## config.mk

```make
export PLATFORM = sky130hd
export DESIGN_NAME = feba_fpu
export DESIGN_NICKNAME = d
export VERILOG_FILES = /design/src/rtl/feba_pkg.sv /design/src/rtl/feba_fpu.sv
export SDC_FILE = /design/constraint.sdc
export NUM_CORES = 2
export LEC_CHECK = 0
export BUFFER_PORTS_ARGS = -buffer_cell sky130_fd_sc_hd__buf_4
export CELL_PAD_IN_SITES_DETAIL_PLACEMENT = 1
export CELL_PAD_IN_SITES_GLOBAL_PLACEMENT = 1
export CORE_MARGIN = 8
export CORE_UTILIZATION = 51
export DETAILED_ROUTE_END_ITERATION = 16
export PLACE_DENSITY = 0.85
export SLEW_MARGIN = 30
export SYNTH_ARGS = -nofsm -noshare
export SYNTH_HDL_FRONTEND = slang
export SYNTH_SLANG_ARGS = --single-unit
```

## constraint.sdc

```tcl
create_clock -name clk -period 15.3 [get_ports clk]
set_clock_uncertainty 0.15 [all_clocks]
set_input_delay 3.06 -clock clk [delete_from_list [all_inputs] [get_ports clk]]
set_output_delay 3.06 -clock clk [all_outputs]
set_load 0.1 [all_outputs]
```

## src/rtl/feba_pkg.sv

```systemverilog
// Package of the elementwise floating-point unit: depth of the stored operand,
// operation and register codes, and the request/response structs of the arithmetic core.
// No dependencies.
`default_nettype none
package feba_pkg;

  localparam int STORE_DEPTH = 4096;
  localparam int ADDR_W      = $clog2(STORE_DEPTH);
  localparam int LEN_W       = 13;
  localparam int CFG_IDX_W   = 2;
  localparam int CFG_DATA_W  = 13;

  localparam logic [1:0] OP_ADD = 2'd0;
  localparam logic [1:0] OP_SUB = 2'd1;
  localparam logic [1:0] OP_MUL = 2'd2;
  localparam logic [1:0] OP_DIV = 2'd3;

  localparam logic [CFG_IDX_W-1:0] CFG_OPERATION      = 2'd0;
  localparam logic [CFG_IDX_W-1:0] CFG_STORED_ON_LEFT = 2'd1;
  localparam logic [CFG_IDX_W-1:0] CFG_STORED_LENGTH  = 2'd2;

  localparam logic [0:0] KIND_LOAD    = 1'b0;
  localparam logic [0:0] KIND_COMPUTE = 1'b1;

  localparam logic [31:0] QNAN_BITS = 32'h7FC0_0000;
  localparam logic [30:0] INF_MAG   = 31'h7F80_0000;

  typedef struct packed {
    logic        start;
    logic [1:0]  op;
    logic [31:0] lhs;
    logic [31:0] rhs;
  } fpu_req_t;

  typedef struct packed {
    logic        done;
    logic [31:0] result;
  } fpu_rsp_t;

endpackage
`default_nettype wire

```

## src/rtl/feba_fpu.sv

```systemverilog
// Multi-cycle binary32 add/subtract/multiply/divide core with round to nearest even.
// Depends on feba_pkg.
`default_nettype none
module feba_fpu import feba_pkg::*; (
  input  wire logic     clk,
  input  wire logic     rst_n,
  input  wire fpu_req_t req,
  output      fpu_rsp_t rsp
);

  typedef enum logic [2:0] {
    F_IDLE, F_PREP, F_DNORM, F_DIV, F_NORM, F_ROUND
  } fstate_t;

  fstate_t            state_r;
  logic [1:0]         op_r;
  logic [31:0]        a_r, b_r;
  logic [23:0]        ma_r, mb_r;
  logic signed [10:0] ea_r, eb_r;
  logic [26:0]        q_r;
  logic [24:0]        rem_r;
  logic [4:0]         cnt_r;
  logic [49:0]        wm_r;
  logic signed [10:0] we_r;
  logic               sticky_r;
  logic               sign_r;
  logic [31:0]        res_r;
  logic               done_r;

  // Operand decode.
  logic [7:0]  ea_f, eb_f;
  logic [22:0] fa, fb;
  logic        sa, sb, sbe, sx;
  logic        a_nan, b_nan, a_inf, b_inf, a_zero, b_zero;
  logic [23:0] ma, mb;
  logic [7:0]  ea_e, eb_e;

  always_comb begin
    ea_f   = a_r[30:23];
    eb_f   = b_r[30:23];
    fa     = a_r[22:0];
    fb     = b_r[22:0];
    sa     = a_r[31];
    sb     = b_r[31];
    sbe    = sb ^ (op_r == OP_SUB);
    sx     = sa ^ sb;
    a_nan  = (ea_f == 8'hFF) && (fa != 23'd0);
    b_nan  = (eb_f == 8'hFF) && (fb != 23'd0);
    a_inf  = (ea_f == 8'hFF) && (fa == 23'd0);
    b_inf  = (eb_f == 8'hFF) && (fb == 23'd0);
    a_zero = (a_r[30:0] == 31'd0);
    b_zero = (b_r[30:0] == 31'd0);
    ma     = {ea_f != 8'd0, fa};
    mb     = {eb_f != 8'd0, fb};
    ea_e   = (ea_f == 8'd0) ? 8'd1 : ea_f;
    eb_e   = (eb_f == 8'd0) ? 8'd1 : eb_f;
  end

  // Special operands decide the result directly.
  logic        spec;
  logic [31:0] spec_val;

  always_comb begin
    spec     = 1'b1;
    spec_val = QNAN_BITS;
    if (a_nan || b_nan) begin
      spec_val = QNAN_BITS;
    end else begin
      case (op_r)
        OP_ADD, OP_SUB: begin
          if (a_inf && b_inf) begin
            spec_val = (sa != sbe) ? QNAN_BITS : {sa, INF_MAG};
          end else if (a_inf) begin
            spec_val = {sa, INF_MAG};
          end else if (b_inf) begin
            spec_val = {sbe, INF_MAG};
          end else begin
            spec = 1'b0;
          end
        end
        OP_MUL: begin
          if ((a_inf && b_zero) || (b_inf && a_zero)) begin
            spec_val = QNAN_BITS;
          end else if (a_inf || b_inf) begin
            spec_val = {sx, INF_MAG};
          end else begin
            spec = 1'b0;
          end
        end
        default: begin
          if ((a_zero && b_zero) || (a_inf && b_inf)) begin
            spec_val = QNAN_BITS;
          end else if (a_inf || b_zero) begin
            spec_val = {sx, INF_MAG};
          end else if (b_inf || a_zero) begin
            spec_val = {sx, 31'd0};
          end else begin
            spec = 1'b0;
          end
        end
      endcase
    end
  end

  // Alignment and add of the two magnitudes; the smaller operand is jammed.
  logic        a_big;
  logic [7:0]  el, es, d;
  logic [23:0] ml, ms;
  logic        sl, ss;
  logic [49:0] big_w, small_w, shifted_w, jam_w, sum_w;

  always_comb begin
    a_big     = (a_r[30:0] >= b_r[30:0]);
    el        = a_big ? ea_e : eb_e;
    es        = a_big ? eb_e : ea_e;
    ml        = a_big ? ma : mb;
    ms        = a_big ? mb : ma;
    sl        = a_big ? sa : sbe;
    ss        = a_big ? sbe : sa;
    d         = el - es;
    big_w     = {1'b0, ml, 25'd0};
    small_w   = {1'b0, ms, 25'd0};
    shifted_w = small_w >> d;
    jam_w     = shifted_w | {49'd0, (shifted_w << d) != small_w};
    sum_w     = (sl != ss) ? (big_w - jam_w) : (big_w + jam_w);
  end

  logic [47:0] prod;
  assign prod = ma * mb;

  // Division step.
  logic        ge;
  logic [24:0] diff;
  logic [26:0] q_nxt;

  always_comb begin
    ge    = (rem_r >= {1'b0, mb_r});
    diff  = ge ? (rem_r - {1'b0, mb_r}) : rem_r;
    q_nxt = {q_r[25:0], ge};
  end

  // Rounding.
  logic [23:0]        m24;
  logic               g, s, inc;
  logic [24:0]        rsum;
  logic signed [10:0] fld;

  always_comb begin
    m24  = wm_r[48:25];
    g    = wm_r[24];
    s    = sticky_r | (|wm_r[23:0]);
    inc  = g & (s | m24[0]);
    rsum = {1'b0, m24} + {24'd0, inc};
    fld  = (rsum[24] || rsum[23]) ? (we_r + $signed({10'd0, rsum[24]})) : 11'sd0;
  end

  always_ff @(posedge clk) begin
    if (!rst_n) begin
      state_r <= F_IDLE;
      done_r  <= 1'b0;
    end else begin
      case (state_r)
        F_IDLE: begin
          done_r <= 1'b0;
          if (req.start) begin
            a_r     <= req.lhs;
            b_r     <= req.rhs;
            op_r    <= req.op;
            state_r <= F_PREP;
          end
        end
        F_PREP: begin
          sticky_r <= 1'b0;
          if (spec) begin
            res_r   <= spec_val;
            done_r  <= 1'b1;
            state_r <= F_IDLE;
          end else begin
            case (op_r)
              OP_ADD, OP_SUB: begin
                wm_r    <= sum_w;
                we_r    <= $signed({3'd0, el});
                sign_r  <= (sum_w == 50'd0) ? (sa & sbe) : sl;
                state_r <= F_NORM;
              end
              OP_MUL: begin
                wm_r    <= {prod, 2'b00};
                we_r    <= $signed({3'd0, ea_e}) + $signed({3'd0, eb_e}) - 11'sd127;
                sign_r  <= sx;
                state_r <= F_NORM;
              end
              default: begin
                ma_r    <= ma;
                mb_r    <= mb;
                ea_r    <= $signed({3'd0, ea_e});
                eb_r    <= $signed({3'd0, eb_e});
                sign_r  <= sx;
                state_r <= F_DNORM;
              end
            endcase
          end
        end
        F_DNORM: begin
          // Subnormal divide operands are brought to a leading one first.
          if (!ma_r[23]) begin
            ma_r <= {ma_r[22:0], 1'b0};
            ea_r <= ea_r - 11'sd1;
          end
          if (!mb_r[23]) begin
            mb_r <= {mb_r[22:0], 1'b0};
            eb_r <= eb_r - 11'sd1;
          end
          if (ma_r[23] && mb_r[23]) begin
            rem_r   <= {1'b0, ma_r};
            q_r     <= 27'd0;
            cnt_r   <= 5'd26;
            we_r    <= ea_r - eb_r + 11'sd127;
            state_r <= F_DIV;
          end
        end
        F_DIV: begin
          q_r   <= q_nxt;
          rem_r <= {diff[23:0], 1'b0};
          cnt_r <= cnt_r - 5'd1;
          if (cnt_r == 5'd0) begin
            wm_r     <= {1'b0, q_nxt, 22'd0};
            sticky_r <= (diff != 25'd0);
            state_r  <= F_NORM;
          end
        end
        F_NORM: begin
          if (wm_r[49]) begin
            wm_r     <= wm_r >> 1;
            sticky_r <= sticky_r | wm_r[0];
            we_r     <= we_r + 11'sd1;
          end else if (we_r < -11'sd60) begin
            // Far below the subnormal range: every bit ends up in the sticky bit.
            sticky_r <= sticky_r | (|wm_r);
            wm_r     <= 50'd0;
            we_r     <= 11'sd1;
          end else if (we_r < 11'sd1) begin
            wm_r     <= wm_r >> 1;
            sticky_r <= sticky_r | wm_r[0];
            we_r     <= we_r + 11'sd1;
          end else if (!wm_r[48] && (wm_r != 50'd0) && (we_r > 11'sd1)) begin
            wm_r <= wm_r << 1;
            we_r <= we_r - 11'sd1;
          end else begin
            state_r <= F_ROUND;
          end
        end
        F_ROUND: begin
          if (fld >= 11'sd255) begin
            res_r <= {sign_r, INF_MAG};
          end else begin
            res_r <= {sign_r, fld[7:0], rsum[22:0]};
          end
          done_r  <= 1'b1;
          state_r <= F_IDLE;
        end
        default: state_r <= F_IDLE;
      endcase
    end
  end

  assign rsp.done   = done_r;
  assign rsp.result = res_r;

endmodule
`default_nettype wire

```

==> results of run 1 <==
## through the flow
step           std cells  utilization, %  hold slack [ns]  setup WS [ns]  area, sq um
3_5_place_dp        7356            55.8            0.395           1.63        53800
4_1_cts             7426            57.1            0.421           1.35        55100
3_3_place_gp        7355            55.8            0.380           1.98        53800
2_1_floorplan       5944               -            0.346           3.53        49500
## metal layers
metal	GRT usage, %	GRT overflow
met3	64.1	0
met5	39.4	0
met4	69.6	2
met2	87.1	0
met1	72.3	0
## cell families after synthesis
kind of cell               Yosys count  share of synthesized area [%]
muxes                              121                           2.62
DFF                                291                           17.6
xor gates and xnor gates           182                           3.36
adders and majority gates          841                           28.6
AOI/OAI and AO/OA                 1320                           18.9
buffers and inverters             1095                           8.66
and+or+nand+nor                   2094                           20.2
==> flow_metrics.py, run 1 <==
metrics = {
    "global_route": {
        "grt_usage_pct": 73.5,
        "grt_max_degree": 88,
        "grt_overflow": 2,
    },
    "logic_synthesis": {
        "ys_top_cells_by_count": "nand2_1 (826), inv_1 (681), fa_1 (487)",
        "synth_area_leaders": "fa_1 (20%), edfxtp_1 (17%), ha_1 (8.9%), nand2_1 (6.3%), inv_1 (5.2%)",
        "synth.most_common_cell": "nand2_1",
        "ys.flop_type": "edfxtp_1",
        "syn_area_sq_mm": 0.0495,
        "synth_cell_types": 130,
        "syn-num-nets": 6854,
        "ys_ff_latch": 291,
        "synth.top_cell.area_share_pct": 19.7,
        "yosysSeqAreaShare_pct": 17.6,
        "synth_area_leader_cell": "fa_1",
        "synthCells": 5944,
        "avgSynthCellArea_sq_um": 8.33,
        "synth_edf_count": 287,
        "synthArstFlopShare_pct": 0,
        "synth.yosys.warnings": 0,
    },
    "cts": {
        "root_buffer": "clkbuf_16",
        "cts.path.max_buffers": 3,
        "ctsHoldBuffers": 0,
        "htreeDepth": 2,
        "post_cts_resize_count": 0,
        "cts.sinks": 291,
        "post_cts_buffers": 0,
        "cts_made_buffers": 39,
    },
    "die": {
        "die_h_um": 328,
        "ioPinCount": 102,
        "initial_utilization_pct": 51.4,
        "row_count": 114,
        "die_x_um": 328,
    },
    "place": {
        "hpwl_mm": 237,
        "io_buffers": 101,
        "place_congestion": 1.20,
    },
    "outcome": {
        "error": "[ERROR GRT-0232] Routing congestion too high. Check the congestion heatmap in the GUI.",
        "haltStage": "5_1_grt",
        "status": "did not finish",
    },
}
==> run 2, diff against run 1 <==
--- a/config.mk
+++ b/config.mk
@@ -6,12 +6,10 @@
 export NUM_CORES = 2
 export LEC_CHECK = 0
 export BUFFER_PORTS_ARGS = -buffer_cell sky130_fd_sc_hd__buf_4
-export CELL_PAD_IN_SITES_DETAIL_PLACEMENT = 1
-export CELL_PAD_IN_SITES_GLOBAL_PLACEMENT = 1
 export CORE_MARGIN = 8
-export CORE_UTILIZATION = 51
+export CORE_UTILIZATION = 40
 export DETAILED_ROUTE_END_ITERATION = 16
-export PLACE_DENSITY = 0.85
+export PLACE_DENSITY_LB_ADDON = 0.15
 export SLEW_MARGIN = 30
 export SYNTH_ARGS = -nofsm -noshare
 export SYNTH_HDL_FRONTEND = slang
==> run 2 against run 1 <==
Compared with the run above: the flow now finishes without violations; area after synthesis did not move; synthesized cell count unchanged.
==> flow_metrics.py, run 2 <==
metrics = {
    "outcome": {
        "status": "complete, no violations",
    },
    "cts": {
        "post_cts_resize_count": 0,
        "root_buffer": "clkbuf_16",
        "cts.sinks": 291,
        "post_cts_buffers": 0,
        "htreeDepth": 2,
        "cts_made_buffers": 37,
        "ctsHoldBuffers": 0,
        "clkLatencyLatePin_ns": 0.66,
        "cts.path.max_buffers": 3,
        "cts_tree": "built",
        "clkTransAtPathRegs_ns": 0.07,
    },
    "worst_setup_path": {
        "path_class": "register to register",
        "required_ns": 15.51,
        "critical-path-max-stage-delay_ns": 0.87,
        "cp.arrival_ns": 14.84,
        "r2r-start": "a_r[0]",
        "reg2regPathDepth": 48,
        "critPathLaunchType": "register",
        "reg2reg_slack_ns": 0.67,
        "r2r-end": "sign_r",
        "critPathSlowestCell": "edfxtp_1",
        "crit_path_end_kind": "register",
        "cp_max_fo": 49,
    },
    "logic_synthesis": {
        "synth_cell_types": 130,
        "synth.yosys.warnings": 0,
        "ys_top_cells_by_count": "nand2_1 (826), inv_1 (681), fa_1 (487)",
        "avgSynthCellArea_sq_um": 8.33,
        "ys_ff_latch": 291,
        "synth_area_leader_cell": "fa_1",
        "synthCells": 5944,
        "synthArstFlopShare_pct": 0,
        "synth_area_leaders": "fa_1 (20%), edfxtp_1 (17%), ha_1 (8.9%), nand2_1 (6.3%), inv_1 (5.2%)",
        "synth.most_common_cell": "nand2_1",
        "syn_area_sq_mm": 0.0495,
        "syn-num-nets": 6854,
        "ys.flop_type": "edfxtp_1",
        "yosysSeqAreaShare_pct": 17.6,
        "synth.top_cell.area_share_pct": 19.7,
        "synth_edf_count": 287,
    },
    "global_route": {
        "antenna_found_initial": 31,
        "grt_max_degree": 73,
        "grt_pass1_wl_mm": 391,
        "grt_usage_pct": 40.3,
        "grt_overflow": 0,
        "first_global_vias": 49600,
    },
    "timing": {
        "setup_ws_ns": 0.675,
        "hold_violations": 0,
        "slew_headroom_pct": 21.0,
        "fmax_mhz": 68.4,
        "drv_slew": 0,
        "setup_viol": 0,
        "rsz0062_at_grt": "false",
        "fin_crit_sh_pct": 95.6,
        "fin_tns_setup_ns": 0,
        "tightest_slew_ns": 1.18,
        "period_minus_slack_ns": 14.63,
    },
    "route": {
        "drtPass1Iterations": 9,
        "totalWireLength_mm": 283,
        "ant_nets": 0,
        "wl_per_cell_um": 35.8,
        "via_per_inst": 6.40,
        "drt_drc_violations_left": 0,
        "drtIter0Drc": 6598,
        "via_count": 50700,
    },
    "die": {
        "die_x_um": 368,
        "ioPinCount": 102,
        "die-area_sq_mm": 0.135,
        "core_sq_mm": 0.123,
        "initial_utilization_pct": 40.2,
        "die_h_um": 368,
        "row_count": 129,
    },
    "cells_and_area": {
        "syn_to_final_growth_pct": 14.2,
        "final_common_cell": "nand2_1",
        "largest-register": "wm_r",
        "largest_reg_flops": 50,
        "layout_common_cells": "nand2_1 (825), inv_1 (680), buf_4 (645)",
        "finalNetCount": 7148,
        "layout-drive-gt1-share_pct": 15.0,
    },
    "place": {
        "place_congestion": 1.13,
        "dp_slack_ns": 1.59,
        "io_buffers": 101,
        "hpwl_mm": 221,
    },
    "job": {
        "cap_violations": 0,
    },
    "min_path": {
        "whs_endpoint": "rem_r[10]",
        "min_path_type": "register to register",
        "hp-start": "ma_r[10]",
        "holdPathStages": 2,
    },
}
-- run 2: worst max path at each step --
stage                     slack (ns)  endpoint  cells past startpoint   start
after floorplan                 3.53    sign_r                     54  b_r[5]
after global placement          0.94    sign_r                     48  a_r[0]
after detailed placement        1.59    sign_r                     47  a_r[0]
after CTS                       1.52    sign_r                     47  a_r[0]
after global routing            0.66    sign_r                     48  a_r[0]
final                           0.67    sign_r                     48  a_r[0]
-- run 2: layout make-up --
class                           instances  area (sq um)
Fill cell                           12300         66700
Multi-Input combinational cell       4558         36800
Sequential cell                       291          8700
Timing Repair Buffer                  666          5250
Inverter                              684          2570
Tap cell                             1637          2050
Clock buffer                           42           945
Clock inverter                         25           218
Antenna cell                           12          30.0
-- run 2: critical path: cells and delay by family, from the launching register on --
kind            cells  cell delay, ns
simple gates       16            3.74
xor+xnor            1            0.14
flops               1            0.87
fa+ha+maj           3            1.40
compound gates     18            5.24
buf+inv             8            2.11
mux                 2            0.51
-- run 2: kinds of logic (layout without fill, tap and decap cells) --
| logic type | after synthesis | in the layout | synth area share [%] |
|---|---|---|---|
| other cells | 0 | 12 | 0 |
| xor+xnor | 182 | 182 | 3.36 |
| flops | 291 | 291 | 17.6 |
| compound gates | 1320 | 1320 | 18.9 |
| fa+ha+maj | 841 | 841 | 28.6 |
| buf+inv | 1095 | 1417 | 8.66 |
| mux | 121 | 121 | 2.62 |
| simple gates | 2094 | 2094 | 20.2 |
-- run 2: metal layers --
layer	part of all wire, %	track usage [%]	routed length [um]
met5	0.031	0	87
met2	41	59.2	117000
met3	12	13.3	32900
met1	39	51.7	112000
met4	7.4	23.2	21000
-- run 2: stage by stage --
| stage | instance area, sq um | std cells | hold WS, ns | util, % |
|---|---|---|---|---|
| 6_report | 56600 | 7915 | 0.347 | 45.9 |
| 5_1_grt | 56600 | 7907 | 0.404 | 45.9 |
| 4_1_cts | 56500 | 7903 | 0.350 | 45.8 |
| 3_5_place_dp | 55300 | 7836 | 0.398 | 44.9 |
| 3_3_place_gp | 55300 | 7836 | 0.386 | 44.9 |
| 2_1_floorplan | 49500 | 5944 | 0.346 | - |
Power of run 2 is left out: the tool's default activity adds up to more than one toggle a clock period on the data nets, which glitch-free logic cannot reach.
